`src/hw/rtl/cas_pkg.sv`:
```
// Shared types and constants of the cut-and-splice crossover block.
package cas_pkg;

   localparam int GENE_PORT_W = 32;
   localparam int KIND_W      = 2;
   localparam int MIN_LEN_W   = 7;
   localparam int RAND_W      = 32;

   localparam logic [MIN_LEN_W-1:0] MIN_LEN_RESET = 7'd1;

   localparam logic [KIND_W-1:0] KIND_LOAD_A = 2'd0;
   localparam logic [KIND_W-1:0] KIND_LOAD_B = 2'd1;
   localparam logic [KIND_W-1:0] KIND_RUN    = 2'd2;

   typedef enum logic [6:0] {
      ST_IDLE     = 7'b0000001,
      ST_COUNT    = 7'b0000010,
      ST_DIV_PICK = 7'b0000100,
      ST_SELECT   = 7'b0001000,
      ST_DIV_FA   = 7'b0010000,
      ST_DIV_FB   = 7'b0100000,
      ST_EMIT     = 7'b1000000
   } state_type;

   // Output segments in emission order.
   typedef enum logic [1:0] {
      SEG_A_HEAD = 2'd0,
      SEG_B_TAIL = 2'd1,
      SEG_B_HEAD = 2'd2,
      SEG_A_TAIL = 2'd3
   } seg_type;

endpackage

```
`src/hw/rtl/cas_div.sv`:
```
// Bit-serial remainder unit: one dividend bit per cycle.
module cas_div
   import cas_pkg::*;
#(
   parameter int DVW = 11
) (
   input  logic                clock,
   input  logic                reset,
   input  logic                start,
   input  logic [RAND_W-1:0]   dividend,
   input  logic [DVW-1:0]      divisor,
   output logic                done,
   output logic [DVW-1:0]      remainder
);

   localparam int CNT_W = $clog2(RAND_W);

   logic              run_ff, run_in;
   logic              done_ff, done_in;
   logic [CNT_W-1:0]  cnt_ff, cnt_in;
   logic [RAND_W-1:0] dvd_ff, dvd_in;
   logic [DVW-1:0]    dvs_ff, dvs_in;
   logic [DVW-1:0]    rem_ff, rem_in;
   logic [DVW:0]      trial;

   assign trial = {rem_ff, dvd_ff[RAND_W-1]};

   always_comb begin
      run_in  = run_ff;
      done_in = 1'b0;
      cnt_in  = cnt_ff;
      dvd_in  = dvd_ff;
      dvs_in  = dvs_ff;
      rem_in  = rem_ff;
      if (start) begin
         run_in = 1'b1;
         cnt_in = '0;
         dvd_in = dividend;
         dvs_in = divisor;
         rem_in = '0;
      end else if (run_ff) begin
         cnt_in = cnt_ff + 1'b1;
         dvd_in = dvd_ff << 1;
         // restoring step: subtract when the partial remainder reaches the divisor
         if (trial >= {1'b0, dvs_ff}) begin
            rem_in = DVW'(trial - {1'b0, dvs_ff});
         end else begin
            rem_in = DVW'(trial);
         end
         if (cnt_ff == CNT_W'(RAND_W - 1)) begin
            run_in  = 1'b0;
            done_in = 1'b1;
         end
      end
   end

   always_ff @(posedge clock) begin
      if (reset) begin
         run_ff  <= 1'b0;
         done_ff <= 1'b0;
      end else begin
         run_ff  <= run_in;
         done_ff <= done_in;
      end
   end

   always_ff @(posedge clock) begin
      cnt_ff <= cnt_in;
      dvd_ff <= dvd_in;
      dvs_ff <= dvs_in;
      rem_ff <= rem_in;
   end

   assign done      = done_ff;
   assign remainder = rem_ff;

endmodule

```
`src/hw/rtl/cut_and_splice_crossover.sv`:
```
// Cut-and-splice crossover: loads one gene request per cycle into parent A or B while
// idle. A run request counts valid cut pairs one c1 row per cycle, reduces random_a by
// the count in a bit-serial remainder unit, walks the rows again to locate the chosen
// pair; with no valid pair it runs two reductions instead. Genes then leave the two
// parent memories one read at a time, each waiting until the previous word is in the
// output register and the output is free; a segment boundary takes a step with no read.
// The final result carries last and both parents are emptied. New requests are taken
// once the last read reaches the output. If either parent is empty, counting is skipped.
module cut_and_splice_crossover
   import cas_pkg::*;
#(
   parameter int MAX_LEN    = 32,
   parameter int GENE_WIDTH = 32
) (
   input  logic                   clock,
   input  logic                   reset,
   input  logic                   req_valid,
   output logic                   req_ready,
   input  logic [KIND_W-1:0]      req_kind,
   input  logic [GENE_PORT_W-1:0] req_gene,
   input  logic [RAND_W-1:0]      req_random_a,
   input  logic [RAND_W-1:0]      req_random_b,
   output logic                   rsp_valid,
   input  logic                   rsp_ready,
   output logic                   rsp_child,
   output logic [GENE_PORT_W-1:0] rsp_gene_res,
   output logic                   rsp_last,
   input  logic                   csr_we,
   input  logic [MIN_LEN_W-1:0]   csr_wdata
);

   localparam int SW = (GENE_WIDTH < GENE_PORT_W) ? GENE_WIDTH : GENE_PORT_W;
   localparam int LW = $clog2(MAX_LEN + 1);
   localparam int AW = (MAX_LEN > 1) ? $clog2(MAX_LEN) : 1;
   localparam int CW = $clog2((MAX_LEN + 1) * (MAX_LEN + 1) + 1);
   localparam int DW = ((LW > MIN_LEN_W) ? LW : MIN_LEN_W) + 2;

   logic [SW-1:0] mem_a [MAX_LEN];
   logic [SW-1:0] mem_b [MAX_LEN];

   state_type            state_ff, state_in;
   logic [MIN_LEN_W-1:0] min_len_ff, min_len_in;
   logic [LW-1:0]        la_ff, la_in, lb_ff, lb_in;
   logic [RAND_W-1:0]    ra_ff, ra_in, rb_ff, rb_in;
   logic [LW-1:0]        c1_ff, c1_in, c2_ff, c2_in;
   logic [LW-1:0]        row_ff, row_in;
   logic [CW-1:0]        cnt_ff, cnt_in;
   logic [CW-1:0]        pick_ff, pick_in;
   logic                 go_ff, go_in;
   seg_type              seg_ff, seg_in;
   logic [LW-1:0]        idx_ff, idx_in;
   logic [LW:0]          left_ff, left_in;
   logic                 pend_ff, pend_in;
   logic                 pend_b_ff, pend_b_in;
   logic                 pend_child_ff, pend_child_in;
   logic                 pend_last_ff, pend_last_in;
   logic                 rsp_valid_ff, rsp_valid_in;
   logic                 rsp_child_ff, rsp_child_in;
   logic [SW-1:0]        rsp_gene_ff, rsp_gene_in;
   logic                 rsp_last_ff, rsp_last_in;
   logic [SW-1:0]        rd_a_ff, rd_b_ff;

   logic                 req_take;
   logic                 wr_a, wr_b;
   logic [SW-1:0]        gene_w;
   logic                 can_issue;
   logic [LW-1:0]        seg_end;

   logic signed [DW-1:0] c1_s, la_s, lb_s, m_s;
   logic signed [DW-1:0] hi_s, lo_s, hi_c, lo_c;
   logic [CW-1:0]        row_cnt;
   logic [CW-1:0]        cnt_total;

   logic                 div_start;
   logic [RAND_W-1:0]    div_dividend;
   logic [CW-1:0]        div_divisor;
   logic                 div_done;
   logic [CW-1:0]        div_rem;

   assign req_ready = (state_ff == ST_IDLE);
   assign req_take  = req_valid && req_ready;
   assign gene_w    = SW'(req_gene);
   assign wr_a = req_take && (req_kind == KIND_LOAD_A) && (la_ff < LW'(MAX_LEN));
   assign wr_b = req_take && (req_kind == KIND_LOAD_B) && (lb_ff < LW'(MAX_LEN));

   // Valid c2 for one c1 row: c1+lb-m >= c2 >= c1+m-la, clipped to 0..lb.
   assign c1_s = $signed(DW'(row_ff));
   assign la_s = $signed(DW'(la_ff));
   assign lb_s = $signed(DW'(lb_ff));
   assign m_s  = $signed(DW'(min_len_ff));
   assign hi_s = c1_s + lb_s - m_s;
   assign lo_s = c1_s + m_s - la_s;
   assign hi_c = (hi_s > lb_s) ? lb_s : hi_s;
   assign lo_c = (lo_s < 0) ? '0 : lo_s;
   assign row_cnt   = (hi_c >= lo_c) ? CW'(hi_c - lo_c + 1) : '0;
   assign cnt_total = cnt_ff + row_cnt;

   assign div_start    = go_ff;
   assign div_dividend = (state_ff == ST_DIV_FB) ? rb_ff : ra_ff;

   always_comb begin
      case (state_ff)
         ST_DIV_FA: div_divisor = CW'(la_ff) + 1'b1;
         ST_DIV_FB: div_divisor = CW'(lb_ff) + 1'b1;
         default:   div_divisor = cnt_ff;
      endcase
   end

   always_comb begin
      case (seg_ff)
         SEG_A_HEAD: seg_end = c1_ff;
         SEG_B_TAIL: seg_end = lb_ff;
         SEG_B_HEAD: seg_end = c2_ff;
         default:    seg_end = la_ff;
      endcase
   end

   assign can_issue = !pend_ff && (!rsp_valid_ff || rsp_ready);

   cas_div #(
      .DVW (CW)
   ) u_div (
      .clock     (clock),
      .reset     (reset),
      .start     (div_start),
      .dividend  (div_dividend),
      .divisor   (div_divisor),
      .done      (div_done),
      .remainder (div_rem)
   );

   always_comb begin
      state_in      = state_ff;
      min_len_in    = csr_we ? csr_wdata : min_len_ff;
      la_in         = wr_a ? la_ff + 1'b1 : la_ff;
      lb_in         = wr_b ? lb_ff + 1'b1 : lb_ff;
      ra_in         = ra_ff;
      rb_in         = rb_ff;
      c1_in         = c1_ff;
      c2_in         = c2_ff;
      row_in        = row_ff;
      cnt_in        = cnt_ff;
      pick_in       = pick_ff;
      go_in         = 1'b0;
      seg_in        = seg_ff;
      idx_in        = idx_ff;
      left_in       = left_ff;
      pend_in       = 1'b0;
      pend_b_in     = pend_b_ff;
      pend_child_in = pend_child_ff;
      pend_last_in  = pend_last_ff;

      case (state_ff)
         ST_IDLE: begin
            if (req_take && (req_kind == KIND_RUN)) begin
               ra_in = req_random_a;
               rb_in = req_random_b;
               if ((la_ff == '0) || (lb_ff == '0)) begin
                  c1_in    = la_ff;
                  c2_in    = lb_ff;
                  seg_in   = SEG_A_HEAD;
                  idx_in   = '0;
                  left_in  = (LW + 1)'(la_ff) + (LW + 1)'(lb_ff);
                  state_in = ST_EMIT;
               end else begin
                  row_in   = '0;
                  cnt_in   = '0;
                  state_in = ST_COUNT;
               end
            end
         end
         ST_COUNT: begin
            cnt_in = cnt_total;
            row_in = row_ff + 1'b1;
            if (row_ff == la_ff) begin
               go_in    = 1'b1;
               state_in = (cnt_total != '0) ? ST_DIV_PICK : ST_DIV_FA;
            end
         end
         ST_DIV_PICK: begin
            if (div_done) begin
               pick_in  = div_rem;
               row_in   = '0;
               state_in = ST_SELECT;
            end
         end
         ST_SELECT: begin
            if (pick_ff < row_cnt) begin
               c1_in    = row_ff;
               c2_in    = LW'(lo_c) + LW'(pick_ff);
               seg_in   = SEG_A_HEAD;
               idx_in   = '0;
               left_in  = (LW + 1)'(la_ff) + (LW + 1)'(lb_ff);
               state_in = ST_EMIT;
            end else begin
               pick_in = pick_ff - row_cnt;
               row_in  = row_ff + 1'b1;
            end
         end
         ST_DIV_FA: begin
            if (div_done) begin
               c1_in    = LW'(div_rem);
               go_in    = 1'b1;
               state_in = ST_DIV_FB;
            end
         end
         ST_DIV_FB: begin
            if (div_done) begin
               c2_in    = LW'(div_rem);
               seg_in   = SEG_A_HEAD;
               idx_in   = '0;
               left_in  = (LW + 1)'(la_ff) + (LW + 1)'(lb_ff);
               state_in = ST_EMIT;
            end
         end
         ST_EMIT: begin
            if (left_ff == '0) begin
               // all reads issued: empty both parents
               if (!pend_ff) begin
                  la_in    = '0;
                  lb_in    = '0;
                  state_in = ST_IDLE;
               end
            end else if (idx_ff == seg_end) begin
               // advance to the next segment
               case (seg_ff)
                  SEG_A_HEAD: begin
                     seg_in = SEG_B_TAIL;
                     idx_in = c2_ff;
                  end
                  SEG_B_TAIL: begin
                     seg_in = SEG_B_HEAD;
                     idx_in = '0;
                  end
                  default: begin
                     seg_in = SEG_A_TAIL;
                     idx_in = c1_ff;
                  end
               endcase
            end else if (can_issue) begin
               pend_in       = 1'b1;
               pend_b_in     = (seg_ff == SEG_B_TAIL) || (seg_ff == SEG_B_HEAD);
               pend_child_in = (seg_ff == SEG_B_HEAD) || (seg_ff == SEG_A_TAIL);
               pend_last_in  = (left_ff == (LW + 1)'(1));
               idx_in        = idx_ff + 1'b1;
               left_in       = left_ff - 1'b1;
            end
         end
         default: begin
            state_in = ST_IDLE;
         end
      endcase
   end

   // Output register: load the memory word in the cycle after its read, hold while stalled.
   always_comb begin
      rsp_valid_in = rsp_valid_ff;
      rsp_child_in = rsp_child_ff;
      rsp_gene_in  = rsp_gene_ff;
      rsp_last_in  = rsp_last_ff;
      if (pend_ff) begin
         rsp_valid_in = 1'b1;
         rsp_child_in = pend_child_ff;
         rsp_gene_in  = pend_b_ff ? rd_b_ff : rd_a_ff;
         rsp_last_in  = pend_last_ff;
      end else if (rsp_ready) begin
         rsp_valid_in = 1'b0;
      end
   end

   always_ff @(posedge clock) begin
      if (reset) begin
         state_ff     <= ST_IDLE;
         min_len_ff   <= MIN_LEN_RESET;
         la_ff        <= '0;
         lb_ff        <= '0;
         go_ff        <= 1'b0;
         pend_ff      <= 1'b0;
         rsp_valid_ff <= 1'b0;
      end else begin
         state_ff     <= state_in;
         min_len_ff   <= min_len_in;
         la_ff        <= la_in;
         lb_ff        <= lb_in;
         go_ff        <= go_in;
         pend_ff      <= pend_in;
         rsp_valid_ff <= rsp_valid_in;
      end
   end

   always_ff @(posedge clock) begin
      ra_ff         <= ra_in;
      rb_ff         <= rb_in;
      c1_ff         <= c1_in;
      c2_ff         <= c2_in;
      row_ff        <= row_in;
      cnt_ff        <= cnt_in;
      pick_ff       <= pick_in;
      seg_ff        <= seg_in;
      idx_ff        <= idx_in;
      left_ff       <= left_in;
      pend_b_ff     <= pend_b_in;
      pend_child_ff <= pend_child_in;
      pend_last_ff  <= pend_last_in;
      rsp_child_ff  <= rsp_child_in;
      rsp_gene_ff   <= rsp_gene_in;
      rsp_last_ff   <= rsp_last_in;
   end

   always_ff @(posedge clock) begin
      if (wr_a) begin
         mem_a[la_ff[AW-1:0]] <= gene_w;
      end
      rd_a_ff <= mem_a[idx_ff[AW-1:0]];
   end

   always_ff @(posedge clock) begin
      if (wr_b) begin
         mem_b[lb_ff[AW-1:0]] <= gene_w;
      end
      rd_b_ff <= mem_b[idx_ff[AW-1:0]];
   end

   assign rsp_valid    = rsp_valid_ff;
   assign rsp_child    = rsp_child_ff;
   assign rsp_gene_res = GENE_PORT_W'(rsp_gene_ff);
   assign rsp_last     = rsp_last_ff;

endmodule
```
`config.mk`:
```
export PLATFORM = sky130hd
export DESIGN_NAME = cut_and_splice_crossover
export DESIGN_NICKNAME = d
export VERILOG_FILES = /design/src/hw/rtl/cas_pkg.sv /design/src/hw/rtl/cas_div.sv /design/src/hw/rtl/cut_and_splice_crossover.sv
export SDC_FILE = /design/constraint.sdc
export NUM_CORES = 2
export LEC_CHECK = 0
export BUFFER_PORTS_ARGS = -buffer_cell sky130_fd_sc_hd__buf_2
export CAP_MARGIN = 5
export CORE_ASPECT_RATIO = 1.75
export CORE_MARGIN = 2
export CORE_UTILIZATION = 45
export CTS_BUF_LIST = sky130_fd_sc_hd__clkbuf_4 sky130_fd_sc_hd__clkbuf_8 sky130_fd_sc_hd__clkbuf_16
export DETAILED_ROUTE_END_ITERATION = 10
export SETUP_SLACK_MARGIN = 0.02
export SYNTH_ARGS = -nofsm -noshare
export SYNTH_HDL_FRONTEND = slang
export SYNTH_SLANG_ARGS = --single-unit
```
`constraint.sdc`:
```
create_clock -name clock -period 10.52 [get_ports clock]
set_clock_uncertainty 0.2 [all_clocks]
set_input_delay 3.156 -clock clock [delete_from_list [all_inputs] [get_ports clock]]
set_output_delay 3.156 -clock clock [all_outputs]
set_load 0.005 [all_outputs]
```
==> summary.txt <==
Seq cells post-synth: 2,358
YS warnings: 0
# port buffers: 145
Seq pwr share: 45.5%
# IOs: 146
# DRC: 0
Iter 0 DRT Violations: 4,028
Max Freq: 116 MHz
Slew Limit Fails: 0
VDD IR max: 0.314 mV
CP bufs+invs: 4
Leak Pwr: 33.5 nW
Initial Util: 45.2%
status: finished clean
most frequent cells in the layout: 2,247 x edfxtp_1, 640 x mux4_2, 216 x clkbuf_16
clock slew at reported path FFs: 0.07 ns
CP startpoint kind: flip-flop
Post-CTS Resized: 0
internal power: 17.4 mW
fin crit period: 8.64 ns
post-route setup TNS: 0 ns
fin cells: 7,532
placed insts: 7,134
Post-synth EDFFs: 2,247
initial antenna violation count: 15
Antenna Nets Post-Route: 0
worst skew pair latency: 0.86 ns
H-tree depth: 4
Sw Ratio: 25.9%
Gate power share: 21.8%
gate count of the mapped netlist: 4,417
RSZ-0062 raised after global routing: false
WP data arrival: 8.90 ns
top_reg_cell synth: edfxtp_1
pre-CTS setup slack: 1.92 ns
most common cell after layout, fill and taps aside: edfxtp_1
post-place instance area: 0.0979 sq mm
Tot Pwr: 23.5 mW
CP max stage delay: 0.76 ns
# fillers: 16,200
syn nets: 4,652
final core occ: 50.8%
Placer Congestion: 0.845
die area: 0.211 sq mm
HPWL Detailed: 128 mm
Required @ worst endpoint: 10.78 ns
Via density: 5.91
# clock sinks: 2,358
post-route cell area: 0.105 sq mm
Die X: 348 microns
first-pass GRT wire length: 335 mm
gr ovfl total: 0
DR vias: 44,500
Layout area overhead: 12.3%
# rows: 221
fin crit share: 82.2%
final hold vios: 0
hold_buf cts: 0
Clock power frac: 32.7%
setup ws final: 1.88 ns
share of layout cells above drive strength 1: 29.7%
final setup fails: 0
Worst Path Max Fanout: 10
postcts setup bufs: 0
FFs w/ async S/R, synth: 0%
Sw Pwr: 6.10 mW
Power Dens Cells: 224 mW/mm^2
largest net degree at the start of global routing: 124
clock root cell: clkbuf_16
CP max-delay cell: a311oi_1
Total Routing Usage GR: 22.3%
Core Area: 0.207 sq mm
Worst path top cell family by delay: compound AO/OA/AOI/OAI gates
routed len/inst: 31.0 microns
Setup Crit Path Kind: reg -> reg
CTS tree: yes
relative slew slack: 21.1%
Synth cell types: 79
min-delay worst type: reg -> reg
mean post-synth cell area: 21.1 sq um
TritonRoute pass-1 iters: 7
Critical Path End Type: flip-flop
WHS: 0.232 ns
total CTS buffers: 214
Routed WL: 234 mm
Die H: 607 microns
Worst Tran Pin Value: 1.18 ns
MaxCap Viol Count: 0
vias in the first global route: 46,600
sequential element share of the synthesized area: 74.7%
Max Buffers Root-to-Sink: 4
Synth Cell Area: 0.0933 sq mm
final net count: 4,910
## cells by family after synthesis
family,Yosys count,synth area share [%]
xor gates and xnor gates,81,0.760
DFF,2358,74.7
AOI/OAI and AO/OA,261,1.88
adders and majority gates,125,1.84
and+or+nand+nor,499,2.42
muxes,774,17.0
buffers and inverters,319,1.42
## routing by layer
layer | GRT usage (%) | part of all wire (%) | vias up
li1 | - | - | 18700
met1 | 27.5 | 38 | 24000
met2 | 40.8 | 54 | 1405
met3 | 2.31 | 4.8 | 400
met4 | 7.94 | 3.9 | 0
met5 | 0 | 0 | -
## registers in the layout, indices dropped and copies added (netlist names), 7 cells and up
signal,count
cnt_ff,11
left_ff,7
mem_a,1024
mem_b,1024
min_len_ff,7
pick_ff,11
ra_ff,32
rb_ff,32
rd_a_ff,32
rd_b_ff,32
rsp_gene_res,32
state_ff,7
u_div.dvd_ff,32
u_div.dvs_ff,11
u_div.remainder,11
## power by group through the flow
| stage | Sequential [mW] | Combinational, mW | Clock (mW) |
|---|---|---|---|
| 2_1_floorplan | 10.8 | 3.76 | 0 |
| 3_3_place_gp | 10.9 | 5.23 | 0 |
| 3_5_place_dp | 10.9 | 5.25 | 0 |
| 4_1_cts | 10.7 | 5.27 | 7.85 |
| 5_1_grt | 10.7 | 5.49 | 8.17 |
| 6_report | 10.7 | 5.13 | 7.69 |
## cells in the mapped netlist, drive strengths merged (36+ instances only)
| master | count | area share, % |
|---|---|---|
| nor2 | 193 | 0.78 |
| buf | 87 | 0.49 |
| edfxtp | 2247 | 72 |
| inv | 112 | 0.45 |
| xnor2 | 52 | 0.49 |
| nand2 | 152 | 0.61 |
| mux4 | 640 | 15 |
| a21oi | 55 | 0.29 |
| ha | 105 | 1.4 |
| mux2 | 105 | 1.3 |
| o21ai | 42 | 0.23 |
| a31oi | 36 | 0.24 |
| clkbuf | 118 | 0.47 |
| dfxtp | 111 | 2.4 |
## worst reg2reg max path: cells and delay by family (launching register included)
kind / cells / cell delay, ns
buf+inv: 4 / 0.50
flops: 1 / 0.61
simple gates: 6 / 0.92
xor+xnor: 1 / 0.15
mux: 1 / 0.40
fa+ha+maj: 7 / 2.43
compound gates: 13 / 3.05
## path summary, 6_finish.rpt
kind                          startpoint                  to  slack (ns)  depth (start not counted)
setup / recovery     lb_ff[1]$_SDFF_PP0_  c1_ff[4]$_DFFE_PP_        1.88                         32
hold / removal    pend_last_ff$_DFFE_PP_  rsp_last$_DFFE_PP_        0.23                          0
setup reg to reg     lb_ff[1]$_SDFF_PP0_  c1_ff[4]$_DFFE_PP_        1.88                         32
hold reg to reg   pend_last_ff$_DFFE_PP_  rsp_last$_DFFE_PP_        0.23                          0
## area by class of cell
type                       instances  area (sq um)  share of cell area, %
sequential                      2358         69700                   66.5
multi-input combinational       1740         22800                   21.8
clock buffer                     302          6220                   5.93
tap                             2676          3350                   3.19
timing repair buffer             247          1640                   1.56
clock inverter                    89           699                  0.667
inverter                         114           428                  0.408
antenna                            6          15.0                 0.0143
Note: power is estimated with default switching activity, not from simulation.
